$ cat src/hw/rtl/bdq_pkg.sv
package bdq_pkg;

  localparam int CAPACITY_DEFAULT = 16;

  localparam logic [2:0] CMD_PUSH_FRONT = 3'd0;
  localparam logic [2:0] CMD_PUSH_BACK  = 3'd1;
  localparam logic [2:0] CMD_INSERT     = 3'd2;
  localparam logic [2:0] CMD_POP_FRONT  = 3'd3;
  localparam logic [2:0] CMD_POP_BACK   = 3'd4;
  localparam logic [2:0] CMD_QUERY      = 3'd5;

  typedef struct packed {
    logic [2:0] command;
    logic [7:0] position;
    logic [7:0] value;
  } request_t;

  typedef struct packed {
    logic [7:0] front_value;
    logic [7:0] back_value;
    logic [4:0] entry_count;
    logic       is_empty;
    logic       rejected;
  } result_t;

  typedef enum logic [1:0] {
    ST_IDLE,
    ST_EXEC,
    ST_REPORT
  } state_t;

  typedef struct packed {
    logic capture;
    logic execute;
  } ctrl_t;

endpackage

$ cat src/hw/rtl/bdq_ctrl.sv
module bdq_ctrl (
  input  logic           clk,
  input  logic           rst,
  input  logic           start,
  output logic           busy,
  output logic           done,
  output bdq_pkg::ctrl_t ctrl
);

  bdq_pkg::state_t state;
  bdq_pkg::state_t state_next;

  always_ff @(posedge clk) begin
    if (rst) begin
      state <= bdq_pkg::ST_IDLE;
    end else begin
      state <= state_next;
    end
  end

  always_comb begin
    state_next   = state;
    busy         = 1'b0;
    done         = 1'b0;
    ctrl.capture = 1'b0;
    ctrl.execute = 1'b0;
    unique case (state)
      bdq_pkg::ST_IDLE: begin
        if (start) begin
          ctrl.capture = 1'b1;
          state_next   = bdq_pkg::ST_EXEC;
        end
      end
      bdq_pkg::ST_EXEC: begin
        busy         = 1'b1;
        ctrl.execute = 1'b1;
        state_next   = bdq_pkg::ST_REPORT;
      end
      bdq_pkg::ST_REPORT: begin
        done = 1'b1;
        if (start) begin
          ctrl.capture = 1'b1;
          state_next   = bdq_pkg::ST_EXEC;
        end else begin
          state_next = bdq_pkg::ST_IDLE;
        end
      end
      default: begin
        state_next = bdq_pkg::ST_IDLE;
      end
    endcase
  end

endmodule

$ cat src/hw/rtl/bdq_datapath.sv
module bdq_datapath #(
  parameter int CAPACITY = bdq_pkg::CAPACITY_DEFAULT
) (
  input  logic              clk,
  input  logic              rst,
  input  bdq_pkg::ctrl_t    ctrl,
  input  bdq_pkg::request_t request,
  output bdq_pkg::result_t  result
);

  localparam int CNT_W = $clog2(CAPACITY + 1);
  localparam int IDX_W = $clog2(CAPACITY);
  localparam int CMP_W = (CNT_W > 8) ? CNT_W : 8;

  bdq_pkg::request_t req;
  logic [7:0]        cells [CAPACITY];
  logic [CNT_W-1:0]  occ;
  logic              rej;

  logic              full;
  logic              pos_ge;
  logic              do_insert;
  logic              do_pop_front;
  logic              do_pop_back;
  logic              rej_next;
  logic [IDX_W-1:0]  ins_idx;
  logic [IDX_W-1:0]  back_idx;
  logic [CNT_W+4:0]  occ_ext;

  always_ff @(posedge clk) begin
    if (ctrl.capture) begin
      req <= request;
    end
  end

  assign full   = (occ == CNT_W'(CAPACITY));
  assign pos_ge = (CMP_W'(req.position) >= CMP_W'(occ));

  always_comb begin
    do_insert    = 1'b0;
    do_pop_front = 1'b0;
    do_pop_back  = 1'b0;
    rej_next     = 1'b0;
    ins_idx      = IDX_W'(occ);
    case (req.command) inside
      bdq_pkg::CMD_PUSH_FRONT, bdq_pkg::CMD_PUSH_BACK, bdq_pkg::CMD_INSERT: begin
        rej_next  = full;
        do_insert = !full;
        if (req.command == bdq_pkg::CMD_PUSH_FRONT) begin
          ins_idx = '0;
        end else if (req.command == bdq_pkg::CMD_INSERT && !pos_ge) begin
          ins_idx = IDX_W'(req.position);
        end
      end
      bdq_pkg::CMD_POP_FRONT: begin
        do_pop_front = (occ != '0);
      end
      bdq_pkg::CMD_POP_BACK: begin
        do_pop_back = (occ != '0);
      end
      default: begin
      end
    endcase
  end

  for (genvar i = 0; i < CAPACITY; i++) begin : g_cell
    always_ff @(posedge clk) begin
      if (ctrl.execute) begin
        if (do_insert) begin
          if (IDX_W'(i) == ins_idx) begin
            cells[i] <= req.value;
          end else if (i > 0 && IDX_W'(i) > ins_idx) begin
            cells[i] <= cells[(i > 0) ? i - 1 : 0];
          end
        end else if (do_pop_front && i < CAPACITY - 1) begin
          cells[i] <= cells[(i < CAPACITY - 1) ? i + 1 : i];
        end
      end
    end
  end

  always_ff @(posedge clk) begin
    if (rst) begin
      occ <= '0;
      rej <= 1'b0;
    end else if (ctrl.execute) begin
      rej <= rej_next;
      if (do_insert) begin
        occ <= occ + CNT_W'(1);
      end else if (do_pop_front || do_pop_back) begin
        occ <= occ - CNT_W'(1);
      end
    end
  end

  assign back_idx = IDX_W'(occ - CNT_W'(1));
  assign occ_ext  = {5'b0, occ};

  always_comb begin
    result.entry_count = occ_ext[4:0];
    result.rejected    = rej;
    result.is_empty    = (occ == '0);
    if (occ == '0) begin
      result.front_value = '0;
      result.back_value  = '0;
    end else begin
      result.front_value = cells[0];
      result.back_value  = cells[back_idx];
    end
  end

endmodule

$ cat src/hw/rtl/bounded_deque_with_insert_core.sv
// channel   signals                 transfer when
// request   start, busy, request    start high and busy low at a rising edge
// result    done, result            done high, one cycle, no backpressure
//
// an item has two steps: capture the request, then shift the cell chain
// the result shows in the cycle after the shift, and a new request may transfer then
// busy is high only in the shift cycle
// synchronous reset empties the store; entry contents stay undefined until written
// results cannot be stalled by the receiver
module bounded_deque_with_insert_core #(
  parameter int CAPACITY = bdq_pkg::CAPACITY_DEFAULT
) (
  input  logic              clk,
  input  logic              rst,
  input  logic              start,
  output logic              busy,
  input  bdq_pkg::request_t request,
  output logic              done,
  output bdq_pkg::result_t  result
);

  bdq_pkg::ctrl_t ctrl;

  bdq_ctrl u_ctrl (
    .clk   (clk),
    .rst   (rst),
    .start (start),
    .busy  (busy),
    .done  (done),
    .ctrl  (ctrl)
  );

  bdq_datapath #(
    .CAPACITY (CAPACITY)
  ) u_datapath (
    .clk     (clk),
    .rst     (rst),
    .ctrl    (ctrl),
    .request (request),
    .result  (result)
  );

endmodule
$ cat config.mk
export PLATFORM = sky130hd
export DESIGN_NAME = bounded_deque_with_insert_core
export DESIGN_NICKNAME = d
export VERILOG_FILES = /design/src/hw/rtl/bdq_pkg.sv /design/src/hw/rtl/bdq_ctrl.sv /design/src/hw/rtl/bdq_datapath.sv /design/src/hw/rtl/bounded_deque_with_insert_core.sv
export SDC_FILE = /design/constraint.sdc
export NUM_CORES = 1
export LEC_CHECK = 0
export BUFFER_PORTS_ARGS = -buffer_cell sky130_fd_sc_hd__buf_4
export CELL_PAD_IN_SITES_DETAIL_PLACEMENT = 2
export CELL_PAD_IN_SITES_GLOBAL_PLACEMENT = 2
export CORE_UTILIZATION = 43
export CTS_BUF_LIST = sky130_fd_sc_hd__clkbuf_2
export DETAILED_ROUTE_END_ITERATION = 6
export PLACE_DENSITY = 0.89
export SLEW_MARGIN = 20
export SYNTH_ARGS = -nofsm -noshare
export SYNTH_HDL_FRONTEND = slang
export SYNTH_SLANG_ARGS = --single-unit
$ cat constraint.sdc
create_clock -name clk -period 5.3 [get_ports clk]
set_input_delay 1.06 -clock clk [delete_from_list [all_inputs] [get_ports clk]]
set_output_delay 1.06 -clock clk [all_outputs]
set_load 0.05 [all_outputs]
### Yosys cells after proc, flatten, opt, wreduce, memory -nomap -nowiden

Memories as Yosys holds them, arrays and structs flattened.
Index checks and enable logic that the tools add are counted.

| storage, ports and cells | value |
|---|---|
| flip-flop bits (word level) | 27 |
| latch bits | 0 |
| bits in writable memories | 128 |
| ROM bits | 0 |
| bits of input ports | 22 |
| logic and storage cells | 284 |
| memories kept | 1 |

Memories:

| memory | depth | width | rd ports | clocked after memory_dff | wr ports | line | text |
|---|---|---|---|---|---|---|---|
| u_datapath.cells | 16 | 8 | 17 | 0 | 16 | bdq_datapath.sv:16 | `logic [7:0] cells [CAPACITY];` |

| operators by class | value |
|---|---|
| $add $sub $neg | 2 |
| $mul | 0 |
| divide/modulo/power cells | 0 |
| magnitude comparators | 16 |
| equal/unequal tests | 23 |
| shifts and indexed selects | 0 |
| muxes and demuxes | 193 |
| bitwise gates (word level) | 30 |
| reduce and logical (&&, ||, !) cells | 13 |

Operators with widths:

| operator | count |
|---|---|
| $mux W8 | 30 |
| $mux W1 | 155 |
| $eq A4 B4 Y1 const A | 8 |
| $gt A4 B4 Y1 const A | 8 |
| $or A1 B1 Y1 | 30 |
| $eq A3 B4 Y1 const A | 4 |
| $gt A3 B4 Y1 const A | 4 |
| $mux W16 | 1 |
| $mux W4 | 3 |
| $mux W5 | 2 |
| $eq A2 B4 Y1 const A | 2 |
| $ge A8 B5 Y1 | 1 |
| $gt A2 B4 Y1 const A | 2 |
| $eq A3 B2 Y1 const B | 2 |
| $pmux W2 S3 | 1 |
| $add A5 B1 Y5 const B | 1 |
| $eq A5 B5 Y1 const B | 1 |
| $logic_not A5 Y1 | 1 |
| $reduce_bool A5 Y1 | 1 |
| $sub A5 B1 Y5 const B | 1 |
| $eq A1 B4 Y1 const A | 1 |
| $gt A1 B4 Y1 const A | 1 |
| $logic_not A4 Y1 | 1 |
| $eq A3 B1 Y1 const B | 1 |
| 14 further kinds | 15 |

### Longest topological paths before layout

Gate-level depths: netlist of the first run.

| depth | value |
|---|---|
| depth after elaboration | 14 |
| gate-level depth with buffers | 13 |

### Cells and area by module

From an unflattened synthesis of the first run, not the netlist that was laid out.

| unflattened totals | value |
|---|---|
| cells, all modules | 824 |
| area total of the unflattened synthesis | 9,150.0 sq um |

By module, submodules not included:

| module | times used | cells an instance | area each (sq um) | seq. area each (sq um) |
|---|---|---|---|---|
| bdq_datapath | 1 | 816 | 9,063.7 | 4,534.3 |
| bdq_ctrl | 1 | 8 | 86.3 | 40.0 |

### Worst setup path after synthesis of the first run

No wires, ideal clock.

| timing path | value |
|---|---|
| path kind | reg2out |
| from | register u_datapath.occ[0] |
| to | output result[11] in the netlist's numbering |
| arrival | 4.554 ns |
| data required time | 4.240 ns |
| setup slack | -0.314 ns |
| stages on the path, launching flop included | 11 |
| buffers on the path | 5 |
| cell sequence | dfxtp_1 -> buf_1 -> clkbuf_1 -> inv_1 -> ha_1 -> clkbuf_1 -> clkbuf_1 -> clkbuf_1 -> mux4_2 -> mux2i_1 -> a211oi_1 |

RTL lines:

| element | line | text |
|---|---|---|
| start, declared | bdq_datapath.sv:17 | `logic [CNT_W-1:0] occ;` |
| start signal, assigned | bdq_datapath.sv:89 | `occ <= occ + CNT_W'(1);` |
| start signal, assigned | bdq_datapath.sv:91 | `occ <= occ - CNT_W'(1);` |
| end, declared | bounded_deque_with_insert_core.sv:19 | `output bdq_pkg::result_t result` |

==> results.md, run 1 <==
Placement:
- The wire-length estimate of the detail-placed layout is around 25 mm.
- Input and output buffers added on the ports amount to 46.
- Routability-driven placement finished with a final weighted congestion of 0.9753.
- The pre-CTS setup slack is 0.8657 ns.
- After detailed placement, the design holds a cell count of 1,096.

STA:
- For the final routed database, the setup TNS stands at 0 ns.
- The count of final hold-check violations is 0.
- Setup repair after global routing left no endpoint under its margin.
- On the final layout, the worst clock skew is ~0.042 ns.
- The number of max-slew violations in the final report is 0.
- After layout, the minimum clock period comes to 4.981 ns.
- For the pin with the worst max-slew slack, the measured transition is about 1.2 ns.
- The timing-limited maximum frequency is approximately 200 MHz.
- The final critical-path share of the clock period is a little over nine tenths.
- The total of endpoints with negative setup slack in the final report is 0.
- The worst path meets setup with 0.3189 ns of slack.
- In this run the tightest slew margin relative to its limit is 21.21%.

Layout:
- Of the cells placed in the final design, the portion with a size suffix greater than 1 is 19.70%.
- The library cell used most frequently in the layout, excluding fill and tap cells, is sky130_fd_sc_hd__edfxtp_1.
- The count of cells in the finished layout, fillers not included, comes to 1,129.
- Leaving out fill and tap cells, the most frequent cells in the layout are sky130_fd_sc_hd__edfxtp_1 (147), sky130_fd_sc_hd__nand2_1 (91), sky130_fd_sc_hd__nor2_1 (89).
- The net count of the finished layout is 869.
- From synthesis to final layout, the design area changed by 9.214%.
- The final standard cell utilization of the core is 47.96%.

Power and ir drop:
- The net switching power is 1004 uW.
- The share of total power dissipated in combinational logic is 22.2%.
- For this design the ratio of total power to cell area is between 200 and 300 nW/um2.
- The peak supply drop is 129.0 uV.
- The clock network accounts for 26.1% of the total power.
- The cell-internal power is 1865 uW.
- The leakage power is about 0.0037 uW.
- The switching share of total power is a little over a third.
- The design draws 2869 uW.
- The sequential cell fraction of total power is 51.7%.

GRT:
- The total track usage is 33.38%.
- The first-pass GRT wire length is 53.32 mm.
- The number of antenna violations at the first check in global routing is 3.
- The largest net degree at the start of global routing is 140.
- The number of global-route vias before repair came to 8,220.
- For this run the aggregate overflow at the end of global routing stands at 0.

Hold path:
- Counting instances, the worst hold path has a depth of 1.
- The min-delay analysis places its worst path in the category primary input to flip-flop.
- The worst hold path terminates at u_datapath.req[5].
- The critical hold path startpoint is request[5].

Worst setup path:
- Data on the critical path is required at its endpoint by around 4.2 ns.
- The cell count of the worst reg-to-reg path is 10.
- The critical path in this run is classified as flip-flop to output pin.
- The kind of start point of the critical path is a flip-flop.
- Data arrives at the worst endpoint at just under 4 ns.
- The worst register-to-register path begins at u_datapath.occ[1].
- STA classifies the critical path endpoint as an output pin.
- The worst register-to-register path ends at u_datapath.cells[11][4].
- Along the worst path, the maximum fanout reaches 33.
- The slack of the worst reg-to-reg path is 0.84 ns.

Synth:
- The number of warnings issued by yosys is 0.
- Of the total synthesized cell area, the portion taken by full adders, half adders and majority gates is less than 1%.
- Counting flops with a built-in enable in the synthesized netlist gives 147.
- The average instance area after synthesis is roughly 11 um2.
- The part of the Yosys area used for sequential elements is 49.40%.
- The synthesized design contains 155 register bits.
- The post-synth design cell area is 9260 um2.
- Of the post-synthesis cell area, the part taken by muxes is about 13%.
- Among all flip-flop cells after synthesis, the most frequent one is sky130_fd_sc_hd__edfxtp_1.
- The combinational family with the most area after synthesis is compound AO/OA/AOI/OAI gates.
- Summing the areas of all compound-gate instances in the mapped netlist gives roughly 18% of the synthesized area.
- The net count after synthesis is between 800 and 900.
- Synthesis handed over a netlist of 833 instances.
- The fraction of synthesized cell area in xor and xnor cells is 0.5675%.
- Of the total synthesized cell area, the portion taken by AND, OR, NAND and NOR gates is 13.78%.
- The number of different library cells used by synthesis comes to 67.
- The async set-reset flop share out of synthesis is 0%.

CTS:
- The TritonCTS clock tree is done.
- CTS built an H-tree with a depth of 4.
- The register clock-pin slew on the reported worst setup and hold paths is 0.27 ns.
- The hold buffer count at cts is 0.
- The number of buffers inserted to repair setup after CTS is 0.
- The clock passes through at most 2 buffers.
- Buffers inserted during clock tree synthesis total 17.
- In this run, post-CTS repair resized a total of 0 instances.
- The root buffer cell is sky130_fd_sc_hd__clkbuf_2.
- The clock net in this run drives a total of about 160 sinks.
- The later pin in the worst-skew pair is clocked with a latency of 0.79 ns.

Detailed routing:
- For this block, the routed nets add up to around 36 mm of wire.
- The detailed router finished its first iteration with 965 violations.
- The antenna violation net count after detailed routing is 0.
- The routed layout has 7,866 vias.
- Dividing the detail-routed via count by the number of cells gives ~7.0.
- In the routed design, unresolved DRC markers number 0.
- The detailed-routing iteration count for the pre-antenna-repair pass is 7.
- After detailed routing, the average wire length per cell comes to between 30 and 40 um.

Floorplanning:
- The effective utilization at floorplan is 43.91%.
- The floorplan step set the die width to 148.8 um.
- The row count is 53.
- The number of placed I/O pins is 47.
- The area of the core region is 21,090 um2.
- The chip height is 148.8 um.
- The area of the die is 22,130 um2.

Job:
- Max-cap violations in this run came to 0.

Run status:
- The flow ran to the end, and the final reports show no timing, DRC or antenna violations.
[area by class of cell]
type / count / area (um2)
diodes: 1 / 2.502
clock buffers: 18 / 90.09
clock inverters: 14 / 162.7
fillers: 2124 / 10970
inverters: 20 / 75.07
multi-input cells: 586 / 4400
flip-flops and latches: 155 / 4576
well taps: 275 / 344.1
repair buffers: 60 / 462.9
[state kept, by name, indices dropped and copies added (netlist names)]
signal            count
u_datapath.req       19
u_datapath.rej        1
u_datapath.occ        5
u_datapath.cells    128
u_ctrl.state          2
[how the worst max path moves through the flow]
stage | start | to | slack, ns | depth (start not counted)
after floorplan | u_datapath.occ[0] | result[11] | 0.15 | 10
after global placement | u_datapath.occ[1] | u_datapath.cells[10][5] | 1.11 | 8
after detailed placement | u_datapath.occ[1] | u_datapath.cells[2][3] | 0.87 | 9
after CTS | u_datapath.occ[1] | result[11] | 0.40 | 8
after global routing | u_datapath.occ[1] | result[11] | 0.22 | 8
final | u_datapath.occ[1] | result[11] | 0.32 | 8
[worst max-delay path, stage by stage (launching register included)]
cell and delay [ns]:
sky130_fd_sc_hd__dfxtp_1 0.78, sky130_fd_sc_hd__inv_1 0.19, sky130_fd_sc_hd__ha_1 0.33, sky130_fd_sc_hd__buf_4 0.48
sky130_fd_sc_hd__mux4_2 0.45, sky130_fd_sc_hd__nor2b_1 0.17, sky130_fd_sc_hd__a211oi_1 0.37, sky130_fd_sc_hd__a211oi_2 0.11
sky130_fd_sc_hd__buf_4 0.24
[Yosys cell counts, types with 4 or more instances]
cell | number | area (um2)
sky130_fd_sc_hd__mux4_2 | 32 | 720.7
sky130_fd_sc_hd__nor4_1 | 9 | 56.30
sky130_fd_sc_hd__mux2_2 | 9 | 101.4
sky130_fd_sc_hd__dfxtp_1 | 8 | 160.2
sky130_fd_sc_hd__nand4_1 | 4 | 25.02
sky130_fd_sc_hd__o2111ai_1 | 4 | 35.03
sky130_fd_sc_hd__buf_2 | 7 | 35.03
sky130_fd_sc_hd__or4_1 | 4 | 30.03
sky130_fd_sc_hd__clkbuf_1 | 57 | 214.0
sky130_fd_sc_hd__a2111oi_0 | 8 | 70.07
sky130_fd_sc_hd__a31oi_1 | 10 | 62.56
sky130_fd_sc_hd__o21ai_0 | 38 | 190.2
sky130_fd_sc_hd__nor2b_1 | 21 | 131.4
sky130_fd_sc_hd__nand2_1 | 92 | 345.3
sky130_fd_sc_hd__o21a_1 | 11 | 82.58
sky130_fd_sc_hd__edfxtp_1 | 147 | 4414
sky130_fd_sc_hd__mux2i_1 | 41 | 410.4
sky130_fd_sc_hd__nand2b_1 | 4 | 25.02
sky130_fd_sc_hd__a211oi_1 | 19 | 142.6
sky130_fd_sc_hd__nand3_1 | 14 | 70.07
sky130_fd_sc_hd__inv_1 | 19 | 71.32
sky130_fd_sc_hd__xnor2_1 | 5 | 43.79
sky130_fd_sc_hd__nor2_1 | 90 | 337.8
sky130_fd_sc_hd__and2_1 | 4 | 25.02
sky130_fd_sc_hd__o22ai_1 | 16 | 100.1
sky130_fd_sc_hd__a221o_1 | 56 | 560.5
sky130_fd_sc_hd__nor3_1 | 6 | 30.03
sky130_fd_sc_hd__a21oi_1 | 39 | 195.2
sky130_fd_sc_hd__ha_1 | 7 | 87.58
[per-layer routing]
metal / vias up / global-route usage (%) / wire length, um
li1: 3246 / - / -
met1: 4031 / 43.78 / 13870
met5: - / 0 / 0
met4: 0 / 17.76 / 1778
met2: 481 / 53.27 / 17050
met3: 108 / 5.413 / 3225
[power groups by stage]
| stage | Sequential (uW) | Clock [uW] | Combinational (uW) |
|---|---|---|---|
| 3_3_place_gp | 1500 | 0 | 585 |
| 3_5_place_dp | 1500 | 0 | 619 |
| 4_1_cts | 1480 | 750 | 626 |
| 2_1_floorplan | 1470 | 0 | 429 |
| 5_1_grt | 1480 | 782 | 668 |
| 6_report | 1480 | 749 | 637 |
[per-stage QoR]
stage               hold slack (ns)  area, um2
floorplan                    0.4323       9300
global placement             0.4428       9838
detailed placement           0.4831       9838
CTS                          0.3778      10090
global route                 0.3751      10110
finish                       0.4271      10110
[cells by family after synthesis]
kind of cell             count (synthesis)
AND/OR/NAND/NOR                        269
AO/OA/AOI/OAI                          221
flip-flops                             155
buffers and inverters                   92
multiplexers                            83
adder cells (fa/ha/maj)                  7
XOR/XNOR                                 6
No activity file was read; power rests on OpenSTA's default activity.
==> run 2, diff against run 1 <==
--- a/config.mk
+++ b/config.mk
@@ -5,13 +5,15 @@
 export SDC_FILE = /design/constraint.sdc
 export NUM_CORES = 1
 export LEC_CHECK = 0
-export BUFFER_PORTS_ARGS = -buffer_cell sky130_fd_sc_hd__buf_4
+export BUFFER_PORTS_ARGS = -buffer_cell sky130_fd_sc_hd__buf_2
 export CELL_PAD_IN_SITES_DETAIL_PLACEMENT = 2
 export CELL_PAD_IN_SITES_GLOBAL_PLACEMENT = 2
 export CORE_UTILIZATION = 43
 export CTS_BUF_LIST = sky130_fd_sc_hd__clkbuf_2
+export CTS_CLUSTER_SIZE = 30
 export DETAILED_ROUTE_END_ITERATION = 6
 export PLACE_DENSITY = 0.89
+export SETUP_SLACK_MARGIN = 0.2
 export SLEW_MARGIN = 20
 export SYNTH_ARGS = -nofsm -noshare
 export SYNTH_HDL_FRONTEND = slang
==> run 2 against run 1 <==
Sequential power about the same. Total power down 4.3%. Global-route usage is 0.59 points higher. Die area unchanged. Core utilization fell by 0.45 points. Critical path depth stayed put. Wire length rose by 0.49%. Via count decreased by 0.89%. Cell count up 0.53%.
==> results.md, run 2 (synthesized netlist as in run 1, its figures left out) <==
STA:
- The final critical-path share of the clock period is 90.75% (-3.2 points).
- The number of max-slew violations in the final report is 0 (unchanged).
- The time the worst path needs with I/O delays and setup came to 4.810 ns (-0.1714 ns).
- The total of endpoints with negative setup slack in the final report is 0 (unchanged).
- The timing-limited maximum frequency was 207.9 MHz (+3.6%).
- The clock tree skew after final layout was 0.05134 ns (+0.009237 ns).
- The transition time of the tightest slew-check pin was 1.052 ns (-0.1297 ns).
- Setup repair after global routing left no endpoint under its margin.
- The sum of negative setup slack is 0 ns (unchanged).
- The count of final hold-check violations is 0 (unchanged).
- The max-slew headroom at the worst pin is 29.85% (+8.6 points).

GRT:
- The number of global-route vias before repair was 8,229 (+0.11%).
- The global routing met2 resource utilization is 55.82% (+2.5 points).
- The met3 layer usage reported by global route is 7.431% (+2.0 points).
- The largest net degree at the start of global routing came to 140 (unchanged).
- The number of antenna violations at the first check in global routing is 2 (-1).
- The first-pass GRT wire length came to 54.36 mm (+2.0%).
- The total track usage is 33.97% (+0.59 points).
- The global-route layer with the greatest usage is met2.
- The total global routing overflow is 0 (unchanged).
- The met1 global-route usage was 43.63% (-0.15 points).

Layout:
- The area growth from synthesis to final layout is 8.189%.
- In the final layout, the registers with the most flip-flops are u_datapath.cells (128), u_datapath.req (19), u_datapath.occ (5).
- The library cell used most frequently in the layout, excluding fill and tap cells, is sky130_fd_sc_hd__edfxtp_1.
- The number of flip-flops in the largest register is 128 (unchanged).
- The layout net count is 874 (+0.58%).
- The register name with the most flops is u_datapath.cells.
- The summed area of non-filler cells in the final layout is 10,020 um2 (-0.94%).
- The top cell types in the final layout, fill and taps aside, are sky130_fd_sc_hd__edfxtp_1 (147), sky130_fd_sc_hd__nand2_1 (91), sky130_fd_sc_hd__nor2_1 (89).
- The proportion of layout cells with a drive suffix above 1 is 19.81% (+0.12 points).

Detailed routing:
- The detailed-routing iteration count for the pre-antenna-repair pass is 5 (-2).
- The antenna violation net count after detailed routing is 0 (unchanged).
- The total number of vias is 7,796 (-0.89%).
- The post-detailed-route wirelength per cell came to 31.80 um (about the same).
- The detailed-route DRC error count is 0 (unchanged).
- The ratio of routed vias to standard cells came to 6.869 (-1.4%).
- The starting DRC count in detailed routing is 672 (-30%).
- The wire length after detailed routing is 36.09 mm (+0.49%).

Power and ir drop:
- The cell-internal power came to 1752 uW (-6.1%).
- The leakage power is 0.003627 uW (-0.83%).
- The net switching power is 994.2 uW (-0.99%).
- The switching share of total power is 36.21% (+1.2 points).
- The sequential cell fraction of total power is 54.0% (+2.3 points).
- The total power per unit cell area is 274.1 nW/um2 (-3.4%).
- The relative contribution of the clock network to total power is 22.5% (-3.6 points).
- The share of power burned in combinational logic is 23.5% (+1.3 points).
- The peak supply drop is 121.8 uV (-5.6%).

Worst setup path:
- The delay of the slowest critical-path stage is 0.56 ns (-0.22 ns).
- The worst setup path is captured at an output pin.
- STA classifies the critical path startpoint as a flip-flop.
- The kind of cell with the highest combined delay on the critical path is buffers and inverters.
- The critical path data arrival time came to 3.75 ns (-0.17 ns).
- The count of buffer and inverter cells on the critical path is 3 (unchanged).
- Traced cell by cell, the critical path runs through inv_1 -> ha_1 -> buf_4 -> mux4_2 -> nor2b_1 -> a211oi_1 -> a211oi_4 -> buf_2.
- The data required time of the critical path is 4.24 ns (about the same).
- The slowest library cell on the worst path is sky130_fd_sc_hd__dfxtp_2.
- The maximum fanout along the worst path came to 33 (unchanged).
- The critical path class is flip-flop to output pin.

Placement:
- The placer congestion estimate came to 0.9136 (-6.3%).
- The placed instance area is 9818 um2 (-0.20%).
- The post-detailed-placement half-perimeter wirelength is 26.05 mm (+3.5%).
- The number of input and output port buffers inserted was 46 (unchanged).

Job:
- The number of max-cap violations is 0 (unchanged).

Floorplanning:
- The area of the core region came to 21,090 um2 (unchanged).
- The die boundary width came to 148.8 um (unchanged).
- The number of placed I/O pins is 47 (unchanged).
- The effective utilization at floorplan was 43.91% (unchanged).
- The chip height came to 148.8 um (unchanged).
- The row count is 53 (unchanged).
- The area of the die is 22,130 um2 (unchanged).

CTS:
- The hold buffer count at cts is 0 (unchanged).
- The number of sinks driven by the clock tree was 155 (unchanged).
- TritonCTS built the clock tree.
- The post-cts repair resize count is 0 (unchanged).
- The register clock-pin slew on the reported worst setup and hold paths is 0.28 ns (about the same).
- The number of buffers on the longest clock path was 2 (unchanged).
- The worst-skew pair later-pin latency is 0.82 ns (+0.03 ns).
- The H-tree depth is 4 (unchanged).
- The root buffer cell is sky130_fd_sc_hd__clkbuf_2.
- The number of buffers inserted to repair setup after CTS was 0 (unchanged).
- The TritonCTS buffer count came to 17 (unchanged).

Hold path:
- The path class of the tightest hold or removal check is primary input to flip-flop.

Run status:
- The run finished with clean final reports.
==> run 2: changes by cell type in the layout (fill, tap and decap cells not counted), sizes merged <==
cell	previous run	this run
diode	1	2
bufinv	2	0
buf	60	65
clkinv	6	10
inv	23	21
==> run 2: power groups by stage <==
stage          logic, uW  clock network (uW)  registers, uW
2_1_floorplan        453                   0           1470
3_3_place_gp         595                   0           1500
3_5_place_dp         636                   0           1500
4_1_cts              638                 619           1480
5_1_grt              678                 660           1480
6_report             646                 618           1480
==> run 2: worst reg2reg max path: cells and delay by family, from the launching register on <==
kind            cells  cell delay, ns
buf+inv             2            0.41
simple gates        3            1.12
fa+ha+maj           1            0.36
flops               1            0.62
compound gates      3            1.22
==> run 2: metrics by stage <==
| step | power, uW | worst slack, ns | std cells | hold slack, ns | utilization, % |
|---|---|---|---|---|---|
| after floorplan | 1919 | 0.3077 | 833 | 0.4323 | - |
| after global placement | 2092 | 1.364 | 1101 | 0.4423 | 46.56 |
| after detailed placement | 2139 | 0.9605 | 1101 | 0.4903 | 46.56 |
| after CTS | 2735 | 0.3297 | 1133 | 0.3520 | 47.45 |
| after global routing | 2822 | 0.3661 | 1134 | 0.3381 | 47.50 |
| final | 2746 | 0.4904 | 1135 | 0.3840 | 47.51 |
==> run 2: final timing paths <==
kind / start / slack [ns] / end / depth (start not counted)
max reg2reg: u_datapath.occ[2] / 1.18 / u_datapath.cells[1][7] / 9
max: u_datapath.occ[1] / 0.49 / result[8] / 8
min reg2reg: u_datapath.rej / 0.52 / u_datapath.rej / 2
min: request[14] / 0.38 / u_datapath.req[14] / 1
==> run 2: cell type report <==
type / instances / area [um2]
Fill cell: 2109 / 11070
Sequential cell: 155 / 4577
Multi-Input combinational cell: 586 / 4444
Timing Repair Buffer: 65 / 385.4
Tap cell: 275 / 344.1
Clock inverter: 14 / 97.59
Clock buffer: 18 / 90.09
Inverter: 20 / 75.07
Antenna cell: 2 / 5.005
==> run 2: metal layers <==
metal	wire, um	vias up
met3	2925	81
li1	-	3259
met4	1301	0
met5	0	-
met2	17520	410
met1	14350	4046
==> run 3, diff against run 2 <==
--- a/config.mk
+++ b/config.mk
@@ -8,11 +8,11 @@
 export BUFFER_PORTS_ARGS = -buffer_cell sky130_fd_sc_hd__buf_2
 export CELL_PAD_IN_SITES_DETAIL_PLACEMENT = 2
 export CELL_PAD_IN_SITES_GLOBAL_PLACEMENT = 2
-export CORE_UTILIZATION = 43
+export CORE_UTILIZATION = 47
 export CTS_BUF_LIST = sky130_fd_sc_hd__clkbuf_2
 export CTS_CLUSTER_SIZE = 30
 export DETAILED_ROUTE_END_ITERATION = 6
-export PLACE_DENSITY = 0.89
+export PLACE_DENSITY = 0.95
 export SETUP_SLACK_MARGIN = 0.2
 export SLEW_MARGIN = 20
 export SYNTH_ARGS = -nofsm -noshare
==> constraint.sdc (replaced) <==
create_clock -name clk -period 5.9 [get_ports clk]
set_input_delay 1.18 -clock clk [delete_from_list [all_inputs] [get_ports clk]]
set_output_delay 1.18 -clock clk [all_outputs]
set_load 0.05 [all_outputs]
==> run 3 against run 2 <==
Total power shrank 4.3%. Die area shrank 8.4%. Non-clock buffer count shrank 1. Cell area is essentially flat. Sequential share of layout area is essentially flat. Cell count shrank 1.4%. Wire length grew 7.6%. Critical path type unchanged. Largest cell class unchanged.
==> results.md, run 3 (synthesized netlist as in run 1, its figures left out) <==
GRT:
- The total track usage was 40.44% (+6.5 points).
- The total global routing overflow is 0 (unchanged).
- The first-pass GRT wire length is 58.13 mm (+6.9%).
- The number of antenna violations at the first check in global routing is 2 (unchanged).
- The largest net degree at the start of global routing is 140 (unchanged).
- The number of global-route vias before repair is 8,623 (+4.8%).

Floorplanning:
- The area of the core region came to 19,020 um2 (-9.8%).
- The number of placed I/O pins is 47 (unchanged).
- The die boundary width is 142.4 um (-4.3%).
- The row count is 50 (-5.7%).
- The chip height is 142.4 um (-4.3%).
- The effective utilization at floorplan is 48.69% (+4.8 points).
- The area of the die is 20,270 um2 (-8.4%).

Power and ir drop:
- The leakage power is 0.003676 uW (+1.4%).
- The total power per unit cell area came to 262.5 nW/um2 (-4.2%).
- The overall power is 2628 uW (-4.3%).
- The peak supply drop is 138.5 uV (+14%).

STA:
- The worst path uses between 80 and 90% of the clock period.
- For the finished layout, the period the worst path requires is ~5.3 ns.
- The sum of negative setup slack is 0 ns (unchanged).
- The timing-limited maximum frequency is 190.3 MHz.
- The clock tree skew after final layout is 0.06686 ns (+0.01553 ns).
- The count of final hold-check violations was 0 (unchanged).
- Setup repair after global routing left no endpoint under its margin.
- The max-slew headroom at the worst pin was 26.45% (-3.4 points).
- The total of endpoints with negative setup slack in the final report is 0 (unchanged).
- The transition time of the tightest slew-check pin is 1.103 ns (+0.05101 ns).
- The number of max-slew violations in the final report was 0 (unchanged).

CTS:
- The TritonCTS clock tree is done.
- The worst-skew pair later-pin latency was 0.81 ns (about the same).
- The number of sinks driven by the clock tree is 155 (unchanged).
- The H-tree depth is 4 (unchanged).
- The number of buffers inserted to repair setup after CTS is 0 (unchanged).
- The number of buffers on the longest clock path was 2 (unchanged).
- The TritonCTS buffer count came to 17 (unchanged).
- The register clock-pin slew on the reported worst setup and hold paths was 0.28 ns (about the same).
- Clock tree synthesis selected as its root buffer the cell sky130_fd_sc_hd__clkbuf_2.

Worst setup path:
- STA classifies the critical path endpoint as an output pin.
- The count of buffer and inverter cells on the critical path was 3 (unchanged).
- The data required time of the critical path is 4.72 ns (+0.48 ns).
- Tracing the worst setup path back leads to its startpoint at u_datapath.occ[1].
- Among cell families on the critical path, the largest total delay comes from buffers and inverters.
- The reg-to-reg critical path startpoint is u_datapath.occ[0].
- The critical path class is flip-flop to output pin.
- Traced cell by cell, the critical path runs through inv_1 -> ha_2 -> buf_4 -> mux4_2 -> mux2i_1 -> a211oi_2 -> buf_2.
- The delay of the slowest critical-path stage is 0.81 ns (+0.25 ns).
- The maximum fanout along the worst path was 19 (-42%).
- The critical path data arrival time is 4.07 ns (+0.32 ns).
- The kind of start point of the critical path is a flip-flop.
- The slowest library cell on the worst path is sky130_fd_sc_hd__ha_2.

Layout:
- The library cells used most frequently in the layout, excluding fill and tap cells, are sky130_fd_sc_hd__edfxtp_1 (147), sky130_fd_sc_hd__nand2_1 (91), sky130_fd_sc_hd__nor2_1 (89).
- The largest registers in the layout are u_datapath.cells (128), u_datapath.req (19), u_datapath.occ (5).
- The number of flip-flops in the largest register was 128 (unchanged).
- Counting flops per register, the top entry is u_datapath.cells.
- The area growth from synthesis to final layout came to 8.121% (about the same).
- The proportion of layout cells with a drive suffix above 1 came to 19.60% (-0.21 points).
- The layout net count is 873 (-0.11%).
- Leaving out fill and tap cells, the most frequent cell in the layout is sky130_fd_sc_hd__edfxtp_1.

Detailed routing:
- The antenna violation net count after detailed routing is 0 (unchanged).
- The ratio of routed vias to standard cells was 7.313 (+6.5%).
- The wire length after detailed routing was 38.85 mm (+7.6%).
- The post-detailed-route wirelength per cell is 34.72 um (+9.2%).
- The detailed-routing iteration count for the pre-antenna-repair pass came to 5 (unchanged).
- The total number of vias was 8,183 (+5.0%).
- The starting DRC count in detailed routing is 928 (+38%).
- The detailed-route DRC error count is 0 (unchanged).

Run status:
- The run finished with clean final reports.

Hold path:
- The worst hold path begins at u_datapath.rej.
- The min-delay analysis places its worst path in the category flip-flop to flip-flop.

Placement:
- The post-detailed-placement half-perimeter wirelength is 26.62 mm (+2.2%).
- The number of input and output port buffers inserted is 46 (unchanged).
- The placer congestion estimate is 0.9573 (+4.8%).

Job:
- The number of max-cap violations came to 0 (unchanged).
==> run 3: stage by stage <==
step / utilization, % / setup WS, ns / std cells / hold WS, ns / instance area [um2]
2_1_floorplan: - / 0.6305 / 833 / 0.4323 / 9300
3_3_place_gp: 51.13 / 1.655 / 1085 / 0.4443 / 9724
3_5_place_dp: 51.13 / 1.182 / 1085 / 0.4793 / 9724
4_1_cts: 52.55 / 0.3699 / 1117 / 0.4639 / 9995
5_1_grt: 52.64 / 0.4638 / 1119 / 0.4522 / 10010
6_report: 52.64 / 0.6463 / 1119 / 0.5088 / 10010
==> run 3: worst paths after layout <==
path | endpoint | slack, ns | depth (start not counted)
max | result[9] | 0.65 | 7
min | u_datapath.rej | 0.51 | 2
max reg2reg | u_datapath.cells[0][1] | 1.35 | 8
min reg2reg | u_datapath.rej | 0.51 | 2
==> run 3: where the power goes <==
group | switching [uW] | internal (uW)
sequential | 66.5 | 1270
combinational | 384 | 188
clock | 439 | 283
==> run 3: cell type report <==
type	instances	area, um2
repair buffers	64	377.9
well taps	260	325.3
multi-input cells	586	4383
fillers	1897	9006
clock buffers	20	100.1
clock inverters	12	170.2
flip-flops and latches	155	4576
diodes	2	5.005
inverters	20	75.07
==> run 3: tightest hold or removal path, stage by stage (launching register included) <==
cell and delay (ns):
sky130_fd_sc_hd__dfxtp_1 0.39, sky130_fd_sc_hd__nand2_1 0.06, sky130_fd_sc_hd__a21oi_1 0.06
==> run 3: layer usage <==
layer | vias up | part of all wire (%) | track usage (%)
met2 | 555 | 48 | 65.51
li1 | 3274 | - | -
met4 | 0 | 5.1 | 21.79
met5 | - | 0 | 0
met1 | 4216 | 37 | 50.92
met3 | 138 | 9.3 | 8.311
==> run 3: timing repair <==
| item | 4_1_cts | 5_1_grt |
|---|---|---|
| hold buffers | 0 | 0 |
| resized for setup | 0 | 1 |
| setup endpoints to repair | 0 | 1 |
